==> src/hw/rtl/sobel_edge_dilate_erode_top_defines.svh <==
// ---------------------------------------------------------------------------
// Assertion macros for the edge/morphology pipeline
// Shared helpers for the concurrent checks at the end of the top level.
// ---------------------------------------------------------------------------
`ifndef SOBEL_EDGE_DILATE_ERODE_TOP_DEFINES_SVH
`define SOBEL_EDGE_DILATE_ERODE_TOP_DEFINES_SVH

// same-cycle implication, sampled on clk, off during rst
`define SEDE_ASSERT_NOW(lbl, ante, cons, msg) \
  lbl: assert property (@(posedge clk) disable iff (rst) (ante) |-> (cons)) \
    else $error(msg);

// next-cycle implication
`define SEDE_ASSERT_NEXT(lbl, ante, cons, msg) \
  lbl: assert property (@(posedge clk) disable iff (rst) (ante) |=> (cons)) \
    else $error(msg);

`endif

==> src/hw/rtl/sede_pkg.sv <==
// ---------------------------------------------------------------------------
// sede_pkg
// Types and constants shared by the edge/morphology pipeline.
// ---------------------------------------------------------------------------
package sede_pkg;

  localparam int COL_W      = 12;
  localparam int ROW_W      = 13;
  localparam int DIM_W      = 13;
  localparam int PIX_W      = 8;
  localparam int LIM_W      = 17;
  localparam int CFG_IDX_W  = 2;
  localparam int CFG_DATA_W = 12;

  localparam logic [CFG_IDX_W-1:0] REG_THRESHOLD = 2'd0;
  localparam logic [CFG_IDX_W-1:0] REG_WIDTH     = 2'd1;
  localparam logic [CFG_IDX_W-1:0] REG_HEIGHT    = 2'd2;

  localparam logic CMD_DRAIN = 1'b1;

  localparam logic [10:0]      RST_WIDTH  = 11'd640;
  localparam logic [11:0]      RST_HEIGHT = 12'd480;
  localparam logic [LIM_W-1:0] RST_LIM_SQ = 17'd10201;  // (100+1)^2

  // neighbor mask bit positions
  localparam int MSK_TOP    = 3;
  localparam int MSK_BOTTOM = 2;
  localparam int MSK_LEFT   = 1;
  localparam int MSK_RIGHT  = 0;

  typedef struct packed {
    logic [COL_W-1:0] col;       // line buffer address
    logic [PIX_W-1:0] pixel;
    logic             border1;   // sobel center on image border
    logic [3:0]       m2;        // in-image neighbors, dilate center
    logic [3:0]       m3;        // in-image neighbors, erode center
    logic             p3_valid;  // this item emits a result
    logic             p3_last;   // result is last of the frame
  } item_t;

endpackage

==> src/hw/rtl/sede_ram.sv <==
// ---------------------------------------------------------------------------
// sede_ram
// Simple dual-port RAM, one write and one registered read port.
// ---------------------------------------------------------------------------
module sede_ram #(
  parameter int WIDTH = 8,
  parameter int DEPTH = 1024
) (
  input  logic                     clk,
  input  logic                     we,
  input  logic [$clog2(DEPTH)-1:0] waddr,
  input  logic [WIDTH-1:0]         wdata,
  input  logic                     re,
  input  logic [$clog2(DEPTH)-1:0] raddr,
  output logic [WIDTH-1:0]         rdata
);

  logic [WIDTH-1:0] mem [DEPTH];

  always_ff @(posedge clk) begin
    if (we) begin
      mem[waddr] <= wdata;
    end
    if (re) begin
      rdata <= mem[raddr];
    end
  end

endmodule

==> src/hw/rtl/sede_morph.sv <==
// ---------------------------------------------------------------------------
// sede_morph
// Binary line buffer and 3x3 window: dilate white, or erode with black
// neighbors. Two stages.
// ---------------------------------------------------------------------------
module sede_morph import sede_pkg::*; #(
  parameter int MAX_WIDTH = 1024,
  parameter bit ERODE     = 1'b0
) (
  input  logic  clk,
  input  logic  rst,
  input  logic  en,
  input  logic  in_valid,
  input  item_t in_item,
  input  logic  in_bit,
  output logic  out_valid,
  output item_t out_item,
  output logic  out_bit
);

  localparam int AW = $clog2(MAX_WIDTH);

  logic       v0, v1;
  item_t      it0, it1;
  logic       b0;
  logic [1:0] rdata;
  logic       win [3][3];
  logic [3:0] msk;
  logic       rok [3];
  logic       cok [3];
  logic       any_w, all_w;

  // word: [1] one row up, [0] two rows up
  sede_ram #(.WIDTH(2), .DEPTH(MAX_WIDTH)) u_ram (
    .clk   (clk),
    .we    (en && v0),
    .waddr (it0.col[AW-1:0]),
    .wdata ({b0, rdata[1]}),
    .re    (en && in_valid),
    .raddr (in_item.col[AW-1:0]),
    .rdata (rdata)
  );

  always_ff @(posedge clk) begin
    if (rst) begin
      v0 <= 1'b0;
      v1 <= 1'b0;
    end else if (en) begin
      v0 <= in_valid;
      v1 <= v0;
    end
  end

  always_ff @(posedge clk) begin
    if (en) begin
      it0 <= in_item;
      b0  <= in_bit;
      it1 <= it0;
      if (v0) begin
        for (int r = 0; r < 3; r++) begin
          win[r][0] <= win[r][1];
          win[r][1] <= win[r][2];
        end
        win[0][2] <= rdata[0];
        win[1][2] <= rdata[1];
        win[2][2] <= b0;
      end
    end
  end

  assign msk = ERODE ? it1.m3 : it1.m2;

  always_comb begin
    rok[0] = msk[MSK_TOP];
    rok[1] = 1'b1;
    rok[2] = msk[MSK_BOTTOM];
    cok[0] = msk[MSK_LEFT];
    cok[1] = 1'b1;
    cok[2] = msk[MSK_RIGHT];
    any_w  = 1'b0;
    all_w  = 1'b1;
    for (int r = 0; r < 3; r++) begin
      for (int c = 0; c < 3; c++) begin
        if (rok[r] && cok[c]) begin
          any_w = any_w | win[r][c];
          if (!(r == 1 && c == 1)) begin
            all_w = all_w & win[r][c];
          end
        end
      end
    end
  end

  assign out_valid = v1;
  assign out_item  = it1;
  assign out_bit   = ERODE ? all_w : any_w;

endmodule

==> config.mk <==
export PLATFORM = sky130hd
export DESIGN_NAME = sede_morph
export DESIGN_NICKNAME = d
export VERILOG_FILES = /design/src/hw/rtl/sobel_edge_dilate_erode_top_defines.svh /design/src/hw/rtl/sede_pkg.sv /design/src/hw/rtl/sede_ram.sv /design/src/hw/rtl/sede_morph.sv
export SDC_FILE = /design/constraint.sdc
export NUM_CORES = 2
export LEC_CHECK = 0
export BUFFER_PORTS_ARGS = -buffer_cell sky130_fd_sc_hd__buf_2
export CORE_MARGIN = 3
export CORE_UTILIZATION = 40
export CTS_CLUSTER_DIAMETER = 100
export CTS_CLUSTER_SIZE = 24
export DETAILED_ROUTE_END_ITERATION = 16
export PLACE_DENSITY = 0.54
export SYNTH_ARGS = -nofsm -noshare
export SYNTH_HDL_FRONTEND = slang
export SYNTH_SLANG_ARGS = --single-unit
export TNS_END_PERCENT = 30
==> constraint.sdc <==
create_clock -name clk -period 14.2 [get_ports clk]
set_input_delay 2.13 -clock clk [delete_from_list [all_inputs] [get_ports clk]]
set_output_delay 2.13 -clock clk [all_outputs]
set_load 0.05 [all_outputs]
==> key figures <==
Power and ir drop
  • VDD IR max: 0.0954 mV
  • Leakage: 27.1 nW
  • Total power: 10.9 mW
  • Power per cell area: 119 nW/um^2

Synth
  • Cell Area, Synth: 86300 um^2
  • Syn_nets: 4926
  • Distinct cell type count after synthesis: 65
  • Area leader, netlist: edfxtp_1
  • Syn. warnings: 0
  • Post-synth ARST share: 0
  • Prevailing post-synth register cell: edfxtp_1
  • Sequential-to-total area share from yosys stat: 0.739
  • Post-synth EDFFs: 2122
  • Synth top cells by count: edfxtp_1, nor2_1, mux4_2
  • Synth top area cells: edfxtp_1, mux4_2, nor2_1, mux2i_1, clkbuf_1
  • Cell count after synthesis: between 4000 and 5000
  • Synthesis-stage register bit count: about 2100
  • Most common cell in the netlist: edfxtp_1
  • Synth top area share: 0.738
  • Syn Area/Cell: 17.6 um^2

STA
  • Max-slew violations: 0
  • Max-slew headroom: 0.168
  • Endpoints failing hold: 0
  • Setup TNS: 0 ns
  • Unrepaired setup endpoints after global routing: false
  • # setup viols final: 0
  • Crit share post-route: 0.474
  • Max Fclk: 0.149 GHz
  • Slew @ Worst Pin: roughly 1.2 ns
  • Min cycle time layout: 6.73 ns
  • Skew final: between 0.04 and 0.05 ns

Worst setup path
  • Max FO, Critical Path: 87
  • Critical path class: input port to register
  • Worst Path Arrival: about 7.4 ns
  • Required @ worst endpoint: around 15 ns
  • Worst Setup End Kind: register
  • CP startpoint kind: input port

Clock network
  • CTS tree: built
  • Clock-pin slew on the worst setup and hold paths: 0.10 ns
  • CTS Buf Count: 101
  • Clk buf depth: 3
  • Clock tree sinks: 2124
  • CTS root buf: clkbuf_16
  • H-Tree Depth: 3
  • CTS resizes: 0
  • Hold_buf cts: 0
  • Clk_lat worst skew: 0.78 ns
  • Postcts setup bufs: 0

Global route
  • First-pass GRT wire length: 347000 um
  • Pin count of the biggest net entering global routing: about 240
  • Gr ovfl total: 0
  • Gr usage total: 0.218
  • Vias in the first global route: ~46000
  • Number of antenna violations at the first check in global routing: 10

Final layout
  • Multi-input combinational cell area: between 20000 and 25000 um^2
  • Fin nets: just under 5000
  • Final core occ: 0.432
  • # fillers: between 15000 and 20000
  • Register area: 63800 um^2
  • Share of cells above drive strength 1: 0.167
  • Layout Cells excl Fill: ~7600
  • Area growth, synth to finish: 6.87%

Die
  • Die height: 470 um
  • FP Rows: about 170
  • Die area: 221000 um^2
  • Area of the core: 213000 um^2
  • Die width: 470 um
  • I/O pin count: 69
  • Starting Density: 0.404

Placed design
  • IO buf count: 68
  • Gpl congestion: slightly above 0.8
  • Cells after DPL: 7505
  • Post-DP HPWL: between 100000 and 150000 um

Route
  • TritonRoute pass-1 iters: 5
  • 1st-iter DRT viols: 5138
  • Avg WL per Cell: 32.0 um
  • Routed vias: 45300
  • Antenna Nets Post-Route: 0
  • Drt total wl: 244000 um
  • DR DRC count: 0
  • DR vias/cell: slightly below 6

Status
  • Status: finished clean

Job
  • Maximum Capacitance Violations: 0

Worst hold path
  • Min-Delay Path Class: register to register
-- final cells by class --
type                    instances  area share
clock inverters                16     0.00156
flip-flops and latches       2124       0.691
diodes                          4    0.000109
inverters                       5    0.000285
well taps                    2821      0.0383
multi-input cells            2359       0.224
repair buffers                196      0.0155
clock buffers                 114      0.0285
-- path summary, 6_finish.rpt --
check,startpoint,to,slack (ns),depth (start not counted)
max reg2reg,b0,u_ram.mem[163][1],10.15,4
min reg2reg,it0[7],msk[1],0.42,0
min,it0[7],msk[1],0.42,0
max,in_item[19],u_ram.rdata[0],7.47,12
-- kinds of logic after synthesis --
group	Yosys count	synth area share
buffers and inverters	407	0.0268
AND/OR/NAND/NOR	1321	0.0612
AO/OA/AOI/OAI	358	0.0293
multiplexers	680	0.144
flip-flops	2124	0.739
-- power breakdown --
part           total (mW)  internal (mW)  switching [mW]
Combinational       0.705          0.208           0.496
Sequential           6.97           6.95          0.0119
Clock                3.27           1.33            1.94
Total                10.9           8.49            2.45
-- through the flow --
stage          area [um^2]  setup slack, ns  hold WS (ns)
5_1_grt              92200             7.14         0.433
3_3_place_gp         89400             6.78         0.400
4_1_cts              92200             7.60         0.422
6_report             92200             7.47         0.418
2_1_floorplan        86300           -0.502         0.400
3_5_place_dp         89400             6.79         0.405
-- layout by cell type (no fill, tap or decap), types with 17 or more instances in the layout --
cell | synthesis | layout
clkbuf_16 | 0 | 103
edfxtp_1 | 2122 | 2122
nand3_4 | 0 | 32
mux4_2 | 430 | 430
mux2i_1 | 236 | 236
a21oi_1 | 73 | 73
a22oi_1 | 31 | 31
nand2_1 | 96 | 94
buf_2 | 47 | 62
nor2_1 | 1064 | 1062
nand3_1 | 49 | 17
o21ai_0 | 40 | 40
o22ai_1 | 54 | 54
o221ai_1 | 88 | 88
nor3_1 | 47 | 46
buf_4 | 15 | 124
-- per-layer routing --
layer,up-vias,wire length [um],track usage
met5,-,0,0
met4,0,7420,0.0628
met3,295,15700,0.0287
met2,1674,121000,0.364
met1,24400,101000,0.301
li1,18900,-,-
-- registers in the layout, summed over array words and instances (netlist names) --
name         cells
win              9
out_item        27
it0             31
u_ram.rdata      2
msk              4
b0               1
u_ram.mem     2048
out_valid        1
v0               1
-- worst max-delay path, cell delays in order --
cell and delay (ns):
buf_8 0.60, buf_12 0.51, buf_4 0.76, buf_4 0.80
mux2i_1 0.19, o221ai_1 0.25, o21ai_0 0.12, a21oi_1 0.21
a21oi_1 0.16, a311oi_1 0.92, o211ai_2 0.16, o2111ai_1 0.15
Power figures use the tool's default switching activity.
