$ cat config.mk
export PLATFORM = sky130hd
export DESIGN_NAME = sede_pos
export DESIGN_NICKNAME = d
export VERILOG_FILES = /design/src/hw/rtl/sobel_edge_dilate_erode_top_defines.svh /design/src/hw/rtl/sede_pkg.sv /design/src/hw/rtl/sede_pos.sv
export SDC_FILE = /design/constraint.sdc
export NUM_CORES = 1
export LEC_CHECK = 0
export ABC_CLOCK_PERIOD_IN_PS = 7900
export BUFFER_PORTS_ARGS = -buffer_cell sky130_fd_sc_hd__buf_2
export CAP_MARGIN = 20
export CORE_ASPECT_RATIO = 0.9
export CORE_MARGIN = 10
export CORE_UTILIZATION = 25
export CTS_BUF_LIST = sky130_fd_sc_hd__clkbuf_16
export DETAILED_ROUTE_END_ITERATION = 8
export HOLD_SLACK_MARGIN = 0.02
export MAX_ROUTING_LAYER = met4
export SETUP_SLACK_MARGIN = 0.05
export SLEW_MARGIN = 20
export SYNTH_ARGS = -nofsm -noshare
export SYNTH_HDL_FRONTEND = slang
export SYNTH_SLANG_ARGS = --single-unit
$ cat constraint.sdc
create_clock -name clk -period 7.9 [get_ports clk]
set_input_delay 1.58 -clock clk [delete_from_list [all_inputs] [get_ports clk]]
set_output_delay 1.58 -clock clk [all_outputs]
set_load 0.05 [all_outputs]
$ cat src/hw/rtl/sobel_edge_dilate_erode_top_defines.svh
// ---------------------------------------------------------------------------
// Assertion macros for the edge/morphology pipeline
// Shared helpers for the concurrent checks at the end of the top level.
// ---------------------------------------------------------------------------
`ifndef SOBEL_EDGE_DILATE_ERODE_TOP_DEFINES_SVH
`define SOBEL_EDGE_DILATE_ERODE_TOP_DEFINES_SVH

// same-cycle implication, sampled on clk, off during rst
`define SEDE_ASSERT_NOW(lbl, ante, cons, msg) \
  lbl: assert property (@(posedge clk) disable iff (rst) (ante) |-> (cons)) \
    else $error(msg);

// next-cycle implication
`define SEDE_ASSERT_NEXT(lbl, ante, cons, msg) \
  lbl: assert property (@(posedge clk) disable iff (rst) (ante) |=> (cons)) \
    else $error(msg);

`endif

$ cat src/hw/rtl/sede_pkg.sv
// ---------------------------------------------------------------------------
// sede_pkg
// Types and constants shared by the edge/morphology pipeline.
// ---------------------------------------------------------------------------
package sede_pkg;

  localparam int COL_W      = 12;
  localparam int ROW_W      = 13;
  localparam int DIM_W      = 13;
  localparam int PIX_W      = 8;
  localparam int LIM_W      = 17;
  localparam int CFG_IDX_W  = 2;
  localparam int CFG_DATA_W = 12;

  localparam logic [CFG_IDX_W-1:0] REG_THRESHOLD = 2'd0;
  localparam logic [CFG_IDX_W-1:0] REG_WIDTH     = 2'd1;
  localparam logic [CFG_IDX_W-1:0] REG_HEIGHT    = 2'd2;

  localparam logic CMD_DRAIN = 1'b1;

  localparam logic [10:0]      RST_WIDTH  = 11'd640;
  localparam logic [11:0]      RST_HEIGHT = 12'd480;
  localparam logic [LIM_W-1:0] RST_LIM_SQ = 17'd10201;  // (100+1)^2

  // neighbor mask bit positions
  localparam int MSK_TOP    = 3;
  localparam int MSK_BOTTOM = 2;
  localparam int MSK_LEFT   = 1;
  localparam int MSK_RIGHT  = 0;

  typedef struct packed {
    logic [COL_W-1:0] col;       // line buffer address
    logic [PIX_W-1:0] pixel;
    logic             border1;   // sobel center on image border
    logic [3:0]       m2;        // in-image neighbors, dilate center
    logic [3:0]       m3;        // in-image neighbors, erode center
    logic             p3_valid;  // this item emits a result
    logic             p3_last;   // result is last of the frame
  } item_t;

endpackage

$ cat src/hw/rtl/sede_pos.sv
// ---------------------------------------------------------------------------
// sede_pos
// Config registers and raster counters; tags each item with the
// positions of the three window centers that trail it.
// ---------------------------------------------------------------------------
module sede_pos import sede_pkg::*; #(
  parameter int MAX_WIDTH = 1024
) (
  input  logic                  clk,
  input  logic                  rst,
  input  logic                  cfg_we,
  input  logic [CFG_IDX_W-1:0]  cfg_index,
  input  logic [CFG_DATA_W-1:0] cfg_data,
  input  logic                  accept,
  input  logic                  command,
  input  logic [PIX_W-1:0]      pixel,
  output logic                  item_valid,
  output item_t                 item,
  output logic [LIM_W-1:0]      lim_sq
);

  logic [10:0]      width_reg;
  logic [11:0]      height_reg;
  logic [DIM_W-1:0] eff_w;
  logic [11:0]      eff_h;
  logic [COL_W-1:0] ct;
  logic [ROW_W-1:0] rt;
  logic [8:0]       thr_p1;
  logic [17:0]      prod;
  logic             drop;
  logic             wrap;

  logic [COL_W-1:0]        ck [1:3];
  logic signed [ROW_W:0]   rk [1:3];
  logic [3:0]              mk [1:3];
  logic                    vk [1:3];
  logic signed [ROW_W:0]   h_s;

  assign thr_p1 = {1'b0, cfg_data[7:0]} + 9'd1;
  assign prod   = thr_p1 * thr_p1;

  always_comb begin
    if ({2'b00, width_reg} < DIM_W'(3)) begin
      eff_w = DIM_W'(3);
    end else if ({2'b00, width_reg} > DIM_W'(MAX_WIDTH)) begin
      eff_w = DIM_W'(MAX_WIDTH);
    end else begin
      eff_w = {2'b00, width_reg};
    end
    eff_h = (height_reg < 12'd3) ? 12'd3 : height_reg;
  end

  assign h_s = $signed({2'b00, eff_h});

  always_comb begin
    for (int k = 1; k <= 3; k++) begin
      if (ct < COL_W'(k)) begin
        ck[k] = ct + eff_w[COL_W-1:0] - COL_W'(k);
        rk[k] = $signed({1'b0, rt}) - (ROW_W+1)'(k + 1);
      end else begin
        ck[k] = ct - COL_W'(k);
        rk[k] = $signed({1'b0, rt}) - (ROW_W+1)'(k);
      end
      vk[k] = (rk[k] >= 0) && (rk[k] < h_s);
      mk[k][MSK_TOP]    = rk[k] > 0;
      mk[k][MSK_BOTTOM] = rk[k] < h_s - 1;
      mk[k][MSK_LEFT]   = ck[k] != '0;
      mk[k][MSK_RIGHT]  = {1'b0, ck[k]} != eff_w - DIM_W'(1);
    end
  end

  // frame still arriving and no pixel: item has no effect
  assign drop = ({1'b0, rt} < {2'b00, eff_h}) && (command == CMD_DRAIN);
  assign wrap = ({1'b0, ct} + DIM_W'(1)) >= eff_w;

  assign item_valid    = accept && !drop;
  assign item.col      = ct;
  assign item.pixel    = pixel;
  assign item.border1  = !(mk[1][MSK_TOP] && mk[1][MSK_BOTTOM]
                           && mk[1][MSK_LEFT] && mk[1][MSK_RIGHT]);
  assign item.m2       = mk[2];
  assign item.m3       = mk[3];
  assign item.p3_valid = vk[3];
  assign item.p3_last  = vk[3] && !mk[3][MSK_BOTTOM] && !mk[3][MSK_RIGHT];

  always_ff @(posedge clk) begin
    if (rst) begin
      width_reg  <= RST_WIDTH;
      height_reg <= RST_HEIGHT;
      lim_sq     <= RST_LIM_SQ;
      ct         <= '0;
      rt         <= '0;
    end else if (cfg_we) begin
      case (cfg_index)
        REG_THRESHOLD: lim_sq <= prod[LIM_W-1:0];
        REG_WIDTH: begin
          width_reg <= cfg_data[10:0];
          ct        <= '0;
          rt        <= '0;
        end
        REG_HEIGHT: begin
          height_reg <= cfg_data[11:0];
          ct         <= '0;
          rt         <= '0;
        end
        default: ;
      endcase
    end else if (item_valid) begin
      if (item.p3_last || wrap) begin
        ct <= '0;
      end else begin
        ct <= ct + COL_W'(1);
      end
      if (item.p3_last) begin
        rt <= '0;
      end else if (wrap) begin
        rt <= rt + ROW_W'(1);
      end
    end
  end

endmodule

==> results.md <==
* Final HPWL DP at 30400 um
* Final Cycle Share at 93.5%
* Crit end category: output pin
* FF+latch count, synth at 64
* Drt initial violations at 1050
* PortBufs at 58
* Crit-path max FO at 11
* NumNets Final at 1705
* CTS buffer count at 9
* Reg clk slew, reported paths at 0.06 ns
* Global-route met2 utilization at 21.0%
* Worst path required time at 6.32 ns
* Worst IR Drop VDD at 0.202 mV
* Post-DR vias/cell at 5.22
* Clk_skew at 0.00978 ns
* Slew @ Worst Pin at 1.00 ns
* Die Area at 53200 um2
* Clock sinks at 64
* Final wirelength at 37900 um
* Leakage at 0.00533 uW
* Type of the worst setup path: register to output pin
* Comb power frac at 57.5%
* Min-delay worst type: register to register
* WP data arrival at 5.81 ns
* ANT nets after route at 0
* Final setup vio count at 0
* GRT Overall Usage at 14.1%
* Initial antenna violation count at 4
* GP Congestion at 0.950
* Gate Count Post-Synth at 1489
* PwrDens at 141 nW/um2
* Post-synthesis sequential area ratio at 11.5%
* P_int at 956 uW
* First-pass GRT wire length at 58900 um
* Synthesized area at 11100 um2
* DR pass1 iterations at 5
* Max reg flops at 16
* Vias in the first global route at 10500
* H-tree levels at 3
* Routing usage on met3 at 3.67%
* Unique masters post-synth at 87
* Net load switching power at 776 uW
* Fraction of registers with async set/reset at 0%
* Root buf cell: clkbuf_16
* Die height at 220 um
* Dpl cells at 2092
* Area contributors post-synth: ha_1 (16%), dfxtp_1 (12%), xnor2_1 (8.8%)
* RSZ-0062 raised after global routing: false
* Via count at 11000
* Starting density of the core at 25.2%
* Core Area at 44000 um2
* Max-cap violations at 0
* I/O pin count at 76
* CTS tree: done
* Post-synth EDFFs at 0
* # rows at 73
* Fillers at 4883
* Routed len/inst at 17.9 um
* Post-CTS setup buffer count at 0
* Fmax at 135 MHz
* Outcome: finished, final reports clean
* Startpoint type of the worst setup path: register
* Max Transition Viols Final at 0
* Pin count of the biggest net entering global routing at 49
* Worst skew pair latency at 0.35 ns
* Syn-to-layout area delta at 10.5%
* Max-slew headroom at 33.2%
* Met1 usage at 19.0%
* DP Area at 12000 um2
* GRT busiest layer: met2
* Most flops, register: lim_sq
* R2r setup slk at 2.08 ns
* Most common flop cell mapped by yosys: dfxtp_1
* Clock Power Share at 22.0%
* Post-synth top area cell: ha_1
* Remaining Overflow, GRT at 0
* Final std cells w/o fill at 2112
* Layout cell share with drive strength beyond 1 at 8.75%
* Residual DRC at 0
* Sequential share of power at 20.5%
* Die Wd at 242 um
* Hold Vio Cnt, Final at 0
* Syn avg cell area at 7.46 um2
* Largest regs: lim_sq: 16 flops, rt: 13 flops
* Setup TNS at 0 ns
* Clock buffer depth at 2
* Net Sw Frac at 44.8%
* Post-synth top area share at 15.7%
* Ys Warns at 0
* Design Area, Final at 12300 um2
* Final worst path period need at 7.39 ns
==> stage by stage <==
step / total power (uW) / worst slack [ns] / util [%] / hold WS, ns
final: 1730 / 0.510 / 27.9 / 0.460
after floorplan: 1120 / 1.32 / - / 0.446
after detailed placement: 1340 / 0.750 / 27.2 / 0.449
after global routing: 1880 / 0.138 / 27.9 / 0.489
after global placement: 1330 / 0.839 / 27.2 / 0.445
after CTS: 1740 / 0.469 / 27.8 / 0.467
==> cell usage after synthesis (27+ instances only) <==
cell type  instances
clkbuf_1          48
xnor2_1          111
o21ai_0           60
inv_1            111
nand3_1           40
dfxtp_1           64
nand2_1          145
ha_1             139
nand4_1           36
xor2_1            37
a21o_1            27
nor2_1           142
a21oi_1           75
nor3_1            40
fa_1              36
==> path summary, 6_finish.rpt <==
check / depth (start not counted) / startpoint / to
worst max-delay path: 17 / width_reg[5] / item[2]
worst min-delay path: 2 / lim_sq[2] / lim_sq[2]
worst max register to register: 17 / ct[3] / rt[12]
worst min register to register: 2 / lim_sq[2] / lim_sq[2]
==> metal layers <==
layer / vias up / part of all wire (%)
met5: - / 0
met1: 5291 / 47
met3: 23 / 8.9
li1: 5319 / -
met4: 0 / 0.92
met2: 402 / 44
==> power groups by stage <==
stage / registers (uW) / logic (uW) / clock network, uW
2_1_floorplan: 389 / 733 / 0
4_1_cts: 354 / 992 / 390
6_report: 354 / 996 / 381
3_5_place_dp: 361 / 980 / 0
3_3_place_gp: 360 / 973 / 0
5_1_grt: 356 / 1110 / 408
==> final cells by class <==
cell class | instances | area (um2) | share of cell area, %
inverters | 113 | 424 | 3.46
clock buffers | 9 | 225 | 1.84
repair buffers | 79 | 448 | 3.65
well taps | 600 | 751 | 6.12
diodes | 4 | 10.0 | 0.0816
multi-input cells | 1236 | 9070 | 74.0
clock inverters | 7 | 53.8 | 0.439
flip-flops and latches | 64 | 1280 | 10.4
==> critical path, stage by stage (launching register included) <==
cell	delay, ns
dfxtp_1	0.38
or4_1	0.61
nor2_1	0.17
o21a_1	0.27
ha_1	0.30
fa_1	0.33
xor2_1	0.29
clkinv_1	0.32
ha_1	0.30
a21oi_2	0.31
o221ai_1	0.21
mux2_2	0.28
o21ai_0	0.09
a21o_1	0.19
nor4_2	0.46
and4b_1	0.29
or3b_2	0.44
buf_2	0.22
==> layout by cell type (no fill, tap or decap), types with 13 or more instances in the layout <==
cell type and n:
a21o_1 27, nor2_1 142, xor2_1 37, nor2b_1 15
nand2b_1 13, fa_1 36, a21oi_1 74, nand2_1 145
nand4_1 36, or3_1 21, nor4_1 20, and3_1 18
ha_1 139, inv_1 111, xnor2_1 111, o21a_1 15
dfxtp_1 64, mux2i_1 16, buf_4 21, o21ai_0 60
buf_2 58, nand3_1 40, or2_2 14, nor3_1 40
==> logic make-up after synthesis <==
logic type	after synthesis	share of synthesized area [%]
AOI/OAI and AO/OA	320	19.7
xor gates and xnor gates	149	11.9
adders and majority gates	175	22.2
buffers and inverters	193	7.09
DFF	64	11.5
muxes	18	1.65
other	2	0.0677
and+or+nand+nor	568	25.9
==> timing repair <==
action	4_1_cts	5_1_grt
gates resized for setup	0	1
setup endpoints to repair	0	1
hold buffers	0	0
Power figures use the tool's default switching activity.
